### config.mk
export PLATFORM = sky130hd
export DESIGN_NAME = edf_task_scheduler
export DESIGN_NICKNAME = d
export VERILOG_FILES = /design/src/sv/edf_pkg.sv /design/src/sv/edf_ctrl.sv /design/src/sv/edf_dpath.sv /design/src/sv/edf_task_scheduler.sv
export VERILOG_INCLUDE_DIRS = /design/src /design/src/sv
export SDC_FILE = /design/constraint.sdc
export NUM_CORES = 2
export LEC_CHECK = 0
export BUFFER_PORTS_ARGS = -buffer_cell sky130_fd_sc_hd__clkbuf_2
export CAP_MARGIN = 20
export CORE_AREA = 3 3 381 289
export DETAILED_ROUTE_END_ITERATION = 8
export DIE_AREA = 0 0 384 292
export PLACE_DENSITY_LB_ADDON = 0.1
export REMOVE_ABC_BUFFERS = 1
export SLEW_MARGIN = 20
export SYNTH_ARGS = -nofsm -noshare
export SYNTH_HDL_FRONTEND = slang
export SYNTH_SLANG_ARGS = --single-unit
### constraint.sdc
create_clock -name i_clk -period 28.2 [get_ports i_clk]
set_input_delay 1.41 -clock i_clk [delete_from_list [all_inputs] [get_ports i_clk]]
set_output_delay 1.41 -clock i_clk [all_outputs]
set_load 0.05 [all_outputs]
### src/sv/assert_macros.svh
// Assertion helpers shared by the scheduler RTL.
`ifndef ASSERT_MACROS_SVH
`define ASSERT_MACROS_SVH

// Same-cycle implication, disabled while reset is held.
`define ASSERT_IMPL(lbl, clk, rst_n, ante, cons) \
    lbl: assert property (@(posedge clk) disable iff (!rst_n) (ante) |-> (cons)) \
        else $error("scheduler assertion failed");

// Next-cycle implication, disabled while reset is held.
`define ASSERT_NEXT(lbl, clk, rst_n, ante, cons) \
    lbl: assert property (@(posedge clk) disable iff (!rst_n) (ante) |=> (cons)) \
        else $error("scheduler assertion failed");

`endif

### src/sv/edf_pkg.sv
// ----------------------------------------------------------------------------
// edf_pkg
// Shared types and constants of the EDF task scheduler: task table entry,
// controller command/status bundles, function and event codes.
// ----------------------------------------------------------------------------
package edf_pkg;

    localparam int DEF_MAX_TASKS = 8;

    // input function codes
    localparam logic FN_LOAD = 1'b0;
    localparam logic FN_TICK = 1'b1;

    typedef enum logic [1:0] {
        EV_CONT   = 2'd0,
        EV_START  = 2'd1,
        EV_SWITCH = 2'd2,
        EV_IDLE   = 2'd3
    } t_event;

    typedef struct packed {
        logic [15:0] exec;
        logic [15:0] period;
        logic [15:0] total;
        logic [15:0] jdone;
        logic [31:0] rel;
        logic [15:0] rem;
    } t_entry;

    typedef struct packed {
        logic idle;    // waiting for a beat, capture inputs
        logic load;    // write one table entry
        logic scan;    // read next table entry
        logic calc;    // first half of the job update
        logic commit;  // write back and update counters
        logic report;  // present the result
    } t_cmd;

    typedef struct packed {
        logic n_zero;     // no tasks in use
        logic scan_last;  // scan pointer sits on the last task in use
    } t_status;

endpackage

### src/sv/edf_ctrl.sv
// ----------------------------------------------------------------------------
// edf_ctrl
// Sequencer of the scheduler: steps the datapath through load, table scan,
// job update and report.
// ----------------------------------------------------------------------------
`include "assert_macros.svh"

module edf_ctrl
    import edf_pkg::*;
(
    input  logic    i_clk,
    input  logic    i_rst_n,
    input  logic    i_start,
    input  logic    i_func,
    input  t_status i_status,
    output t_cmd    o_cmd,
    output logic    o_busy
);

    typedef enum logic [2:0] {
        S_IDLE,
        S_LOAD,
        S_SCAN,
        S_DRAIN,
        S_CALC,
        S_COMMIT,
        S_REPORT
    } t_state;

    localparam t_cmd CMD_IDLE = '{idle: 1'b1, default: 1'b0};

    t_state r_state;
    t_cmd   r_cmd;
    logic   r_busy;

    always_ff @(posedge i_clk) begin
        if (!i_rst_n) begin
            r_state <= S_IDLE;
            r_cmd   <= CMD_IDLE;
            r_busy  <= 1'b0;
        end else begin
            r_cmd <= '0;
            case (r_state)
                S_IDLE: begin
                    r_cmd.idle <= 1'b1;
                    if (i_start) begin
                        r_busy     <= 1'b1;
                        r_cmd.idle <= 1'b0;
                        if (i_func == FN_LOAD) begin
                            r_state    <= S_LOAD;
                            r_cmd.load <= 1'b1;
                        end else if (i_status.n_zero) begin
                            r_state    <= S_CALC;
                            r_cmd.calc <= 1'b1;
                        end else begin
                            r_state    <= S_SCAN;
                            r_cmd.scan <= 1'b1;
                        end
                    end
                end
                S_SCAN: begin
                    if (i_status.scan_last) begin
                        r_state <= S_DRAIN;
                    end else begin
                        r_cmd.scan <= 1'b1;
                    end
                end
                // last entry read is compared in this cycle
                S_DRAIN: begin
                    r_state    <= S_CALC;
                    r_cmd.calc <= 1'b1;
                end
                S_CALC: begin
                    r_state      <= S_COMMIT;
                    r_cmd.commit <= 1'b1;
                end
                S_COMMIT: begin
                    r_state      <= S_REPORT;
                    r_cmd.report <= 1'b1;
                end
                S_LOAD: begin
                    r_state      <= S_REPORT;
                    r_cmd.report <= 1'b1;
                end
                S_REPORT: begin
                    r_state    <= S_IDLE;
                    r_cmd.idle <= 1'b1;
                    r_busy     <= 1'b0;
                end
                default: begin
                    r_state    <= S_IDLE;
                    r_cmd.idle <= 1'b1;
                    r_busy     <= 1'b0;
                end
            endcase
        end
    end

    assign o_cmd  = r_cmd;
    assign o_busy = r_busy;

    `ASSERT_NEXT(a_accept_goes_busy, i_clk, i_rst_n, i_start && !r_busy, r_busy)
    `ASSERT_IMPL(a_cmd_onehot, i_clk, i_rst_n, 1'b1, $onehot0(r_cmd))
    `ASSERT_IMPL(a_idle_cmd_not_busy, i_clk, i_rst_n, r_cmd.idle, !r_busy)

endmodule

### src/sv/edf_dpath.sv
// ----------------------------------------------------------------------------
// edf_dpath
// Scheduler datapath: task table memory, deadline comparator used once per
// scanned entry, job update, counters and result registers.
// ----------------------------------------------------------------------------
`include "assert_macros.svh"

module edf_dpath
    import edf_pkg::*;
#(
    parameter int MAX_TASKS = DEF_MAX_TASKS
) (
    input  logic        i_clk,
    input  logic        i_rst_n,
    input  t_cmd        i_cmd,
    output t_status     o_status,
    input  logic        i_cfg_wr_en,
    input  logic [3:0]  i_cfg_wr_data,
    input  logic [2:0]  i_task_index,
    input  logic [15:0] i_exec_time,
    input  logic [15:0] i_period,
    input  logic [15:0] i_job_count,
    output logic        o_strobe,
    output logic [2:0]  o_running_task,
    output logic [1:0]  o_event_res,
    output logic        o_job_finished,
    output logic        o_deadline_missed,
    output logic [15:0] o_job_wait,
    output logic [15:0] o_miss_count,
    output logic        o_all_done
);

    localparam int IW = (MAX_TASKS > 1) ? $clog2(MAX_TASKS) : 1;
    localparam int CW = $clog2(MAX_TASKS + 1);

    // task table
    t_entry r_mem [MAX_TASKS];
    t_entry r_q;

    // captured beat
    logic [2:0]  r_in_idx;
    logic [15:0] r_in_exec;
    logic [15:0] r_in_period;
    logic [15:0] r_in_jobs;

    logic [3:0]           r_task_count;
    logic [MAX_TASKS-1:0] r_done;
    logic [31:0]          r_cur_time;
    logic [IW-1:0]        r_cur_task;
    logic                 r_cur_valid;
    logic [15:0]          r_misses;

    // scan
    logic [IW-1:0] r_cnt;
    logic          r_eval_vld;
    logic [IW-1:0] r_eval_idx;
    logic          r_found;
    logic [IW-1:0] r_best_idx;
    logic [32:0]   r_best_dl;
    t_entry        r_best;

    // job update
    logic [15:0] r_rem_new;
    logic        r_fin;
    logic [32:0] r_base;
    logic [31:0] r_rel_next;
    logic [32:0] r_finish;
    t_event      r_evt;
    logic        r_last_job;
    logic [15:0] r_jdone_inc;

    // pending result
    logic [2:0]  r_res_task;
    t_event      r_res_evt;
    logic        r_res_fin;
    logic        r_res_miss;
    logic [15:0] r_res_wait;

    logic        r_strobe;
    logic [2:0]  r_o_task;
    logic [1:0]  r_o_evt;
    logic        r_o_fin;
    logic        r_o_miss;
    logic [15:0] r_o_wait;
    logic [15:0] r_o_misses;
    logic        r_o_all_done;

    logic [CW-1:0] tasks_used;
    logic [IW-1:0] last_addr;
    logic          load_ok;
    logic [IW-1:0] load_addr;
    logic [32:0]   dl;
    logic          elig;
    logic          better;
    logic          take;
    logic          miss;
    logic [32:0]   wait_diff;
    logic [15:0]   wait_sat;
    logic          all_done;
    logic          wr_en;
    logic [IW-1:0] wr_addr;
    t_entry        wr_data;

    always_comb begin
        if (int'(r_task_count) > MAX_TASKS) begin
            tasks_used = CW'(MAX_TASKS);
        end else begin
            tasks_used = CW'(r_task_count);
        end
    end

    assign last_addr          = IW'(tasks_used - CW'(1));
    assign o_status.n_zero    = (tasks_used == '0);
    assign o_status.scan_last = (r_cnt == last_addr);

    assign load_ok   = int'(r_in_idx) < MAX_TASKS;
    assign load_addr = IW'(r_in_idx);

    // candidate compare against best so far
    assign dl   = {1'b0, r_q.rel} + {17'd0, r_q.period};
    assign elig = r_eval_vld && !r_done[r_eval_idx] && (r_q.rel <= r_cur_time);

    always_comb begin
        better = 1'b0;
        if (!r_found) begin
            better = 1'b1;
        end else if (dl != r_best_dl) begin
            better = dl < r_best_dl;
        end else if (r_cur_valid && r_cur_task == r_best_idx) begin
            better = 1'b0;
        end else if (r_cur_valid && r_cur_task == r_eval_idx) begin
            better = 1'b1;
        end else begin
            better = r_q.period < r_best.period;
        end
    end

    assign take = elig && better;

    assign miss      = r_fin && (r_finish > r_best_dl);
    assign wait_diff = r_finish - r_base;

    always_comb begin
        if (r_finish <= r_base) begin
            wait_sat = 16'd0;
        end else if (wait_diff > 33'h0_0000_FFFF) begin
            wait_sat = 16'hFFFF;
        end else begin
            wait_sat = wait_diff[15:0];
        end
    end

    always_comb begin
        all_done = 1'b1;
        for (int i = 0; i < MAX_TASKS; i++) begin
            if (i < int'(tasks_used) && !r_done[i]) begin
                all_done = 1'b0;
            end
        end
    end

    always_comb begin
        wr_data = r_best;
        if (i_cmd.load) begin
            wr_en         = load_ok;
            wr_addr       = load_addr;
            wr_data.exec   = r_in_exec;
            wr_data.period = r_in_period;
            wr_data.total  = r_in_jobs;
            wr_data.jdone  = 16'd0;
            wr_data.rel    = 32'd0;
            wr_data.rem    = r_in_exec;
        end else begin
            wr_en   = i_cmd.commit && r_found;
            wr_addr = r_best_idx;
            if (r_fin) begin
                wr_data.jdone = r_jdone_inc;
                wr_data.rel   = r_rel_next;
                wr_data.rem   = r_best.exec;
            end else begin
                wr_data.rem   = r_rem_new;
            end
        end
    end

    always_ff @(posedge i_clk) begin
        if (wr_en) begin
            r_mem[wr_addr] <= wr_data;
        end
        if (i_cmd.scan) begin
            r_q <= r_mem[r_cnt];
        end
    end

    // payload registers
    always_ff @(posedge i_clk) begin
        if (i_cmd.idle) begin
            r_in_idx    <= i_task_index;
            r_in_exec   <= i_exec_time;
            r_in_period <= i_period;
            r_in_jobs   <= i_job_count;
        end
        if (i_cmd.scan) begin
            r_eval_idx <= r_cnt;
        end
        if (take) begin
            r_best_idx <= r_eval_idx;
            r_best_dl  <= dl;
            r_best     <= r_q;
        end
        if (i_cmd.calc) begin
            r_rem_new   <= (r_best.rem != 16'd0) ? r_best.rem - 16'd1 : 16'd0;
            r_fin       <= (r_best.rem <= 16'd1);
            r_base      <= {1'b0, r_best.rel} + {17'd0, r_best.exec};
            r_rel_next  <= r_best.rel + {16'd0, r_best.period};
            r_finish    <= {1'b0, r_cur_time} + 33'd1;
            r_last_job  <= ({1'b0, r_best.jdone} + 17'd1) >= {1'b0, r_best.total};
            r_jdone_inc <= r_best.jdone + 16'd1;
            if (r_cur_valid && r_cur_task == r_best_idx) begin
                r_evt <= EV_CONT;
            end else if (r_best.rem == r_best.exec) begin
                r_evt <= EV_START;
            end else begin
                r_evt <= EV_SWITCH;
            end
        end
        if (i_cmd.load || (i_cmd.commit && !r_found)) begin
            r_res_task <= 3'd0;
            r_res_evt  <= EV_IDLE;
            r_res_fin  <= 1'b0;
            r_res_miss <= 1'b0;
            r_res_wait <= 16'd0;
        end else if (i_cmd.commit) begin
            r_res_task <= 3'(r_best_idx);
            r_res_evt  <= r_evt;
            r_res_fin  <= r_fin;
            r_res_miss <= miss;
            r_res_wait <= r_fin ? wait_sat : 16'd0;
        end
        if (i_cmd.report) begin
            r_o_task     <= r_res_task;
            r_o_evt      <= r_res_evt;
            r_o_fin      <= r_res_fin;
            r_o_miss     <= r_res_miss;
            r_o_wait     <= r_res_wait;
            r_o_misses   <= r_misses;
            r_o_all_done <= all_done;
        end
    end

    // control state
    always_ff @(posedge i_clk) begin
        if (!i_rst_n) begin
            r_task_count <= 4'd1;
            r_done       <= '1;
            r_cur_time   <= 32'd0;
            r_cur_task   <= '0;
            r_cur_valid  <= 1'b0;
            r_misses     <= 16'd0;
            r_cnt        <= '0;
            r_eval_vld   <= 1'b0;
            r_found      <= 1'b0;
            r_strobe     <= 1'b0;
        end else begin
            if (i_cfg_wr_en) begin
                r_task_count <= i_cfg_wr_data;
            end
            r_eval_vld <= i_cmd.scan;
            r_strobe   <= i_cmd.report;
            if (i_cmd.idle) begin
                r_cnt   <= '0;
                r_found <= 1'b0;
            end else if (i_cmd.scan) begin
                r_cnt <= r_cnt + IW'(1);
            end
            if (take) begin
                r_found <= 1'b1;
            end
            if (i_cmd.load && load_ok) begin
                r_done[load_addr] <= (r_in_jobs == 16'd0);
                if (r_cur_valid && r_cur_task == load_addr) begin
                    r_cur_valid <= 1'b0;
                end
            end
            if (i_cmd.commit) begin
                if (r_cur_time != 32'hFFFF_FFFF) begin
                    r_cur_time <= r_cur_time + 32'd1;
                end
                if (r_found) begin
                    r_cur_task  <= r_best_idx;
                    r_cur_valid <= !r_fin;
                    if (r_fin) begin
                        r_done[r_best_idx] <= r_last_job;
                    end
                    if (miss && r_misses != 16'hFFFF) begin
                        r_misses <= r_misses + 16'd1;
                    end
                end else begin
                    r_cur_valid <= 1'b0;
                end
            end
        end
    end

    assign o_strobe          = r_strobe;
    assign o_running_task    = r_o_task;
    assign o_event_res       = r_o_evt;
    assign o_job_finished    = r_o_fin;
    assign o_deadline_missed = r_o_miss;
    assign o_job_wait        = r_o_wait;
    assign o_miss_count      = r_o_misses;
    assign o_all_done        = r_o_all_done;

    `ASSERT_NEXT(a_strobe_single, i_clk, i_rst_n, r_strobe, !r_strobe)
    `ASSERT_IMPL(a_miss_on_finish, i_clk, i_rst_n, r_strobe && r_o_miss, r_o_fin)
    `ASSERT_NEXT(a_misses_hold, i_clk, i_rst_n, !i_cmd.commit, $stable(r_misses))

endmodule

### src/sv/edf_task_scheduler.sv
// ----------------------------------------------------------------------------
// edf_task_scheduler
// Preemptive earliest-deadline-first scheduler for periodic tasks, one time
// tick per tick beat.
// ----------------------------------------------------------------------------
// Usage:
//   A beat is taken when start is high and busy is low. i_func selects a
//   task load (i_task_index, i_exec_time, i_period, i_job_count) or a tick.
//   The task count register is written through i_cfg_wr_en/i_cfg_wr_data;
//   the user must write it only while the block is idle; no check enforces it.
//   Every beat gives one result, shown for a single cycle with o_strobe;
//   the receiver cannot stall it, so nothing is held back.
//   A load writes its table entry and then reports; its result is shown in
//   the cycle in which the next beat can be taken. A tick scans the task
//   table one entry a cycle through the table memory's single read port,
//   then passes through compare drain, job update, write-back and report;
//   its result likewise comes in the cycle in which the next beat can be
//   taken, and with no tasks in use the scan and the drain are skipped.
//   Reset (synchronous, active low) clears time, counters and the running
//   task, sets the task count to 1 and marks every table slot as finished;
//   table is written by loads and write-backs only; no clearing pass runs.
// ----------------------------------------------------------------------------
module edf_task_scheduler
    import edf_pkg::*;
#(
    parameter int MAX_TASKS = DEF_MAX_TASKS
) (
    input  logic        i_clk,
    input  logic        i_rst_n,
    input  logic        start,
    output logic        busy,
    input  logic        i_func,
    input  logic [2:0]  i_task_index,
    input  logic [15:0] i_exec_time,
    input  logic [15:0] i_period,
    input  logic [15:0] i_job_count,
    input  logic        i_cfg_wr_en,
    input  logic [3:0]  i_cfg_wr_data,
    output logic        o_strobe,
    output logic [2:0]  o_running_task,
    output logic [1:0]  o_event_res,
    output logic        o_job_finished,
    output logic        o_deadline_missed,
    output logic [15:0] o_job_wait,
    output logic [15:0] o_miss_count,
    output logic        o_all_done
);

    t_cmd    cmd;
    t_status status;

    edf_ctrl u_ctrl (
        .i_clk    (i_clk),
        .i_rst_n  (i_rst_n),
        .i_start  (start),
        .i_func   (i_func),
        .i_status (status),
        .o_cmd    (cmd),
        .o_busy   (busy)
    );

    edf_dpath #(
        .MAX_TASKS (MAX_TASKS)
    ) u_dpath (
        .i_clk             (i_clk),
        .i_rst_n           (i_rst_n),
        .i_cmd             (cmd),
        .o_status          (status),
        .i_cfg_wr_en       (i_cfg_wr_en),
        .i_cfg_wr_data     (i_cfg_wr_data),
        .i_task_index      (i_task_index),
        .i_exec_time       (i_exec_time),
        .i_period          (i_period),
        .i_job_count       (i_job_count),
        .o_strobe          (o_strobe),
        .o_running_task    (o_running_task),
        .o_event_res       (o_event_res),
        .o_job_finished    (o_job_finished),
        .o_deadline_missed (o_deadline_missed),
        .o_job_wait        (o_job_wait),
        .o_miss_count      (o_miss_count),
        .o_all_done        (o_all_done)
    );

endmodule
# --- Word-level counts from Yosys, hierarchy flattened ---
# Memory sizes are Yosys's and may differ from the RTL's. A register that Yosys moved wholly into a read port is not among the register bits.
# Cells that the tools add are included.
# W data, S select, Z words.
op_classes:
  add_sub_neg: 12
  n_lt_le_gt_ge: 22
  n_eq_ne: 15
  muxes: 55
  bitwise_logic: 2
  reduce_logical: 50
ops:
  columns: ["op", "count"]
  rows:
  - ["$mux W48", 2]
  - ["$add A32 B16 Y33", 2]
  - ["$mux W16", 4]
  - ["$mux W64", 1]
  - ["$mux W8", 5]
  - ["$add A32 B1 Y33 const B", 1]
  - ["$gt A33 B16 Y1 const B", 1]
  - ["$gt A33 B33 Y1", 1]
  - ["$le A33 B33 Y1", 1]
  - ["$lt A33 B33 Y1", 1]
  - ["$ne A33 B33 Y1", 1]
  - ["$sub A33 B33 Y33", 1]
  - ["$add A16 B1 Y16 const B", 2]
  - ["$add A32 B1 Y32 const B", 1]
  - ["$add A32 B16 Y32", 1]
  - ["$le A32 B32 Y1", 1]
  - ["$ne A32 B32 Y1 const B", 1]
  - ["$mux W1", 24]
  - ["$logic_and A1 B1 Y1", 20]
  - ["$add A16 B1 Y17 const B", 1]
  - ["$ge A17 B16 Y1", 1]
  - ["$bwmux W8", 2]
  - ["$eq A16 B16 Y1", 1]
  - ["$le A16 B1 Y1 const B", 1]
  - ["other kinds (36)", 79]
totals:
  register_bits: 479
  ram_bits: 896
  input_bits: 60
  output_inout_bits: 42
  word_cells: 208
  mem_count: 1
memory_table:
  columns: ["memory", "depth", "word_bits", "rd", "rd_ports_with_merged_regs", "wr", "line_no", "rtl"]
  rows:
  - ["u_dpath.r_mem", 8, 112, 1, 1, 1, "edf_dpath.sv:37", "t_entry r_mem [MAX_TASKS];"]

# --- Depth between registers and ports, before layout ---
logic_depth:
  ltp_word: 11
  mapped_depth: 24

# --- Cells and area by module ---
# A second synthesis with hierarchy kept.
unflattened:
  cells_unflattened: 4005
  hier_area_um2: 64142.8
modules_own_cells:
  columns: ["module", "instances", "cells_each", "area_per_inst_um2"]
  rows:
  - ["edf_dpath", 1, 3962, 63718.6]
  - ["edf_ctrl", 1, 43, 424.2]

# --- Worst setup path before layout ---
# OpenSTA, ideal clock, no wires.
synth_timing:
  kind: "register to register"
  start: "reg, netlist name u_dpath.r_q[16]"
  end: "reg u_dpath.r_found"
  arrival_time_ns: 16.142
  slack_ns: 11.948
  path_stages_with_launch: 25
  path_buffers: 0
  cell_sequence: "edfxtp_1 > ha_1 > inv_1 > fa_1 > nor2b_1 > o21ai_1 > a21boi_1 > o311a_1 > a211oi_1 > o21ai_1 > o41a_1 > a211oi_2 > nor2_1 > xor2_1 > ha_1 > a21o_1 > a21o_1 > a21o_1 > a21oi_1 > nor2b_1 > o21ai_0 > nand2b_1 > a221o_1 > a221oi_1 > o21a_1"
synth_between:
  elab_chain_len: 6
synth_rtl:
  columns: ["item", "line_no", "rtl"]
  rows:
  - ["$add A32 B16 Y33 *", "edf_dpath.sv:120", "assign dl = {1'b0, r_q.rel} + {17'd0, r_q.period};"]
  - ["via u_dpath.dl[26]", "edf_dpath.sv:92", "logic [32:0] dl;"]
  - ["$lt A33 B33 Y1 or $ne A33 B33 Y1 (tied branches)", "edf_dpath.sv:128, edf_dpath.sv:127", null]
  - ["$mux W1 *", "edf_dpath.sv:127", "end else if (dl != r_best_dl) begin"]
  - ["$mux W1 *", "edf_dpath.sv:125", "if (!r_found) begin"]
  - ["$logic_and A1 B1 Y1 *", "edf_dpath.sv:138", "assign take = elig && better;"]
  - ["via u_dpath.take", "edf_dpath.sv:95", "logic take;"]
  - ["$mux W1 or $reduce_bool A2 Y1 (tied branches)", null, null]
  - ["end signal: assignment", "edf_dpath.sv:262", "r_found <= 1'b0;"]
  - ["end signal: assignment", "edf_dpath.sv:272", "r_found <= 1'b0;"]
  - ["end signal: assignment", "edf_dpath.sv:277", "r_found <= 1'b1;"]
  - ["end: declaration", "edf_dpath.sv:57", "logic r_found;"]
# The timed path passes the listed nets; every way through them passes the cells marked *.
# A chain may end at the register's enable or synchronous reset.

# --- Worst setup path in the final report ---
layout_timing:
  start: "reg, netlist name u_dpath.r_q[16]"
  end: "reg u_dpath.r_best[100] (netlist name), enable pin"
layout_between:
  elab_chain_len: 5
layout_rtl:
  columns: ["item", "line_no", "rtl"]
  rows:
  - ["$add A32 B16 Y33 *", "edf_dpath.sv:120", null]
  - ["via u_dpath.dl[26]", "edf_dpath.sv:92", null]
  - ["$lt A33 B33 Y1 or $ne A33 B33 Y1 (tied branches)", "edf_dpath.sv:128, edf_dpath.sv:127", null]
  - ["$mux W1 *", "edf_dpath.sv:127", null]
  - ["$mux W1 *", "edf_dpath.sv:125", null]
  - ["$logic_and A1 B1 Y1 *", "edf_dpath.sv:138", null]
  - ["via u_dpath.take", "edf_dpath.sv:95", null]
  - ["end signal: assignment", "edf_dpath.sv:209", "r_best <= r_q;"]
  - ["end: declaration", "edf_dpath.sv:60", "t_entry r_best;"]
# Marked as above.

==> impl_metrics.json <==
{
  "firstDrtPassIters": 5,
  "nNetsFinal": 4376,
  "ctsResizeCount": 0,
  "cts_buffer_depth": 3,
  "wl_per_cell_um": 25.5,
  "initial_core_util_pct": 59.7,
  "holdBufCountCts": 0,
  "hold_path_class": "register to register",
  "grt_max_degree": 143,
  "synthFlopType": "edfxtp_1",
  "routed_via_density": 6.16,
  "status": "finished clean",
  "overflow": 0,
  "avgSynthCellArea_um2": 16.2,
  "rsz0062_at_grt": "false",
  "min-delay-start": "u_dpath.r_q[69]",
  "reg2reg_slack_ns": 20.85,
  "cap_violations": 0,
  "cts_tree": "built",
  "fillerInstances": 7247,
  "die-height_um": 292,
  "clock_skew_ns": 0.0361,
  "dp_hpwl_um": 89000,
  "io_buffers": 101,
  "period_needed_ns": 7.35,
  "cts_buffers": 142,
  "clk_latency_ns": 0.78,
  "timing.rr.start": "u_dpath.r_q[16]",
  "synth_warnings": 0,
  "vias": 34751,
  "cp-end-kind": "register",
  "synth_edf_count": 1384,
  "drtAntennaViolNets": 0,
  "p_leak_nw": 23.9,
  "final_area_um2": 70500,
  "final_hold_viol_count": 0,
  "clock-sinks": 1487,
  "antenna_found_initial": 2,
  "relSlewSlack_pct": 26.2,
  "critPathMaxFanout": 141,
  "die-area_um2": 112000,
  "num_io_pins": 102,
  "r2r_end": "u_dpath.r_best[100]",
  "p_per_area_nw_per_um2": 71.1,
  "async_flop_share_pct": 0,
  "drc": 0,
  "start_kind": "register",
  "pre_cts_ws_ns": 20.96,
  "dpl_cell_area_um2": 66000,
  "synthDistinctLibCells": 84,
  "root_buffer": "clkbuf_16",
  "setup_viol": 0,
  "irDropWorstVdd_uv": 73.4,
  "clk_pin_slew_ns": 0.06,
  "synth_seq_cells": 1487,
  "fmax_mhz": 136,
  "ctsHtreeMaxLevel": 4,
  "worst_slew_pin_slew_ns": 1.11,
  "synthToLayoutAreaGrowth_pct": 10.6,
  "grtUsageTotal_pct": 26.1,
  "gp_congestion": 0.897,
  "die-width_um": 384,
  "min_to": "u_dpath.r_best[69]",
  "grt_pass1_wl_um": 219000,
  "yosysSeqAreaShare_pct": 68.4,
  "r2r_cells": 24,
  "core-area_um2": 107000,
  "post_cts_buffers": 0,
  "fin_setup_tns_ns": 0,
  "min_period_over_period_pct": 26.1,
  "rows": 104,
  "netlist_area_um2": 63800,
  "critical_path_class": "register to register",
  "postSynthCellCount": 3944,
  "arrival_ns": 7.72,
  "drt_iter0_drc": 3437,
  "slew_viol_final": 0,
  "grt_pass1_vias": 34359,
  "fin_ws_ns": 20.85,
  "wl_um": 144000,
  "drive_gt1_share_pct": 17.6,
  "hold_depth": 0,
  "required_ns": 28.58
}
-- critical path, cell delays in order, from the launching register on --
cell and delay [ns]:
edfxtp_1 0.42, ha_1 0.24, inv_1 0.08, fa_1 0.21, nor2b_1 0.06, o21ai_1 0.17, a21boi_1 0.14, o311a_1 0.32
a211oi_1 0.56, o21ai_1 0.23, o41a_1 0.40, a211oi_2 0.76, nor2_1 0.14, xor2_1 0.20, ha_1 0.32, a21o_1 0.18
a21o_1 0.17, a21o_1 0.17, a21oi_1 0.13, nor2b_1 0.05, o21ai_0 0.14, nand2b_1 0.08, a221o_1 0.34, a221oi_4 0.57
buf_12 0.76
-- worst max-delay path by stage --
stage / from / end / slack [ns]
floorplan: u_dpath.r_q[16] / u_dpath.r_found / 11.95
global placement: u_dpath.r_q[16] / u_dpath.r_best[102] / 21.05
detailed placement: u_dpath.r_q[16] / u_dpath.r_best[74] / 20.96
CTS: u_dpath.r_q[16] / u_dpath.r_best[64] / 20.93
global route: u_dpath.r_q[16] / u_dpath.r_best[73] / 20.45
finish: u_dpath.r_q[16] / u_dpath.r_best[100] / 20.85
-- per-layer routing --
metal  wire length, um  GRT usage [%]  part of all wire (%)
met2             62700           37.6                    44
met5                 0              0                     0
met3              9890           4.01                   6.9
met1             68000           42.0                    47
met4              3530           6.86                   2.5
-- per-stage QoR --
step	instances	utilization (%)	total power, mW	hold slack (ns)
floorplan	3801	-	3.06	0.400
global placement	5380	61.8	3.20	0.402
detailed placement	5380	61.8	3.21	0.405
CTS	5641	66.0	5.05	0.403
global route	5641	66.0	5.20	0.420
finish	5642	66.0	5.01	0.410
-- synth_stat cells (11+ instances only) --
cell      count  area [um^2]
or3_1        15         93.8
a211oi_1     17          128
buf_1        38          143
a31oi_1      13         81.3
nor3_1       47          235
dfxtp_1     103         2060
nand2_1     197          739
edfxtp_1   1384        41600
nor4_1       20          125
mux2_2      116         1310
ha_1        219         2740
o21bai_1     13         97.6
and3_1       30          188
o21a_1       31          233
a21oi_1     122          611
a21o_1       54          405
and2_1       15         93.8
clkbuf_1     93          349
nor2_1      232          871
xor2_1       62          543
o21ai_0     129          646
mux4_2      226         5090
inv_1       196          736
o41ai_2      11          179
xnor2_1     159         1390
mux2i_1      91          911
nand3_1      61          305
nor2b_1      30          188
nand4_1      55          344
nand2b_1     24          150
-- cells in the final DEF, fill, tap and decap left out, types with 31 or more instances in the layout --
master     instances
a21o_1            54
a21oi_1          122
buf_4             41
clkbuf_1          40
clkbuf_16        145
clkbuf_2         101
dfxtp_1           95
edfxtp_1        1384
ha_1             219
inv_1            196
mux2_2           116
mux2i_1           91
mux4_2           226
nand2_1          197
nand3_1           61
nand4_1           55
nor2_1           224
nor3_1            47
o21a_1            31
o21ai_0          129
xnor2_1          159
xor2_1            62
-- flip-flops by register name, indices dropped and copies added (netlist names), 6 cells and up --
register	cells
u_ctrl.o_cmd	6
u_dpath.o_job_wait	16
u_dpath.o_miss_count	16
u_dpath.r_base	33
u_dpath.r_best	112
u_dpath.r_best_dl	33
u_dpath.r_cur_time	32
u_dpath.r_done	8
u_dpath.r_finish	33
u_dpath.r_in_exec	16
u_dpath.r_in_jobs	16
u_dpath.r_in_period	16
u_dpath.r_jdone_inc	16
u_dpath.r_mem	896
u_dpath.r_misses	16
u_dpath.r_q	112
u_dpath.r_rel_next	32
u_dpath.r_rem_new	16
u_dpath.r_res_wait	16
-- power breakdown --
part	leakage [nW]	internal [mW]	switching, mW	total, mW
Clock	2.17	1.03	0.815	1.85
Combinational	8.32	0.166	0.305	0.471
Sequential	13.4	2.59	0.104	2.70
Total	23.9	3.79	1.22	5.01
-- cell type report --
type | instances | area, um^2 | share of cell area [%]
Multi-Input combinational cell | 2112 | 18900 | 26.8
Clock inverter | 75 | 667 | 0.946
Clock buffer | 186 | 3790 | 5.38
Antenna cell | 1 | 2.50 | 0.00355
Sequential cell | 1487 | 43600 | 61.9
Tap cell | 1431 | 1790 | 2.54
Timing Repair Buffer | 148 | 933 | 1.32
Inverter | 202 | 758 | 1.08
-- cells by family after synthesis --
logic type	share of synthesized area, %
xor gates and xnor gates	3.04
muxes	11.5
AOI/OAI and AO/OA	4.89
and+or+nand+nor	5.69
buffers and inverters	2.09
adders and majority gates	4.42
DFF	68.4
Note: power is estimated with default switching activity, not from simulation.
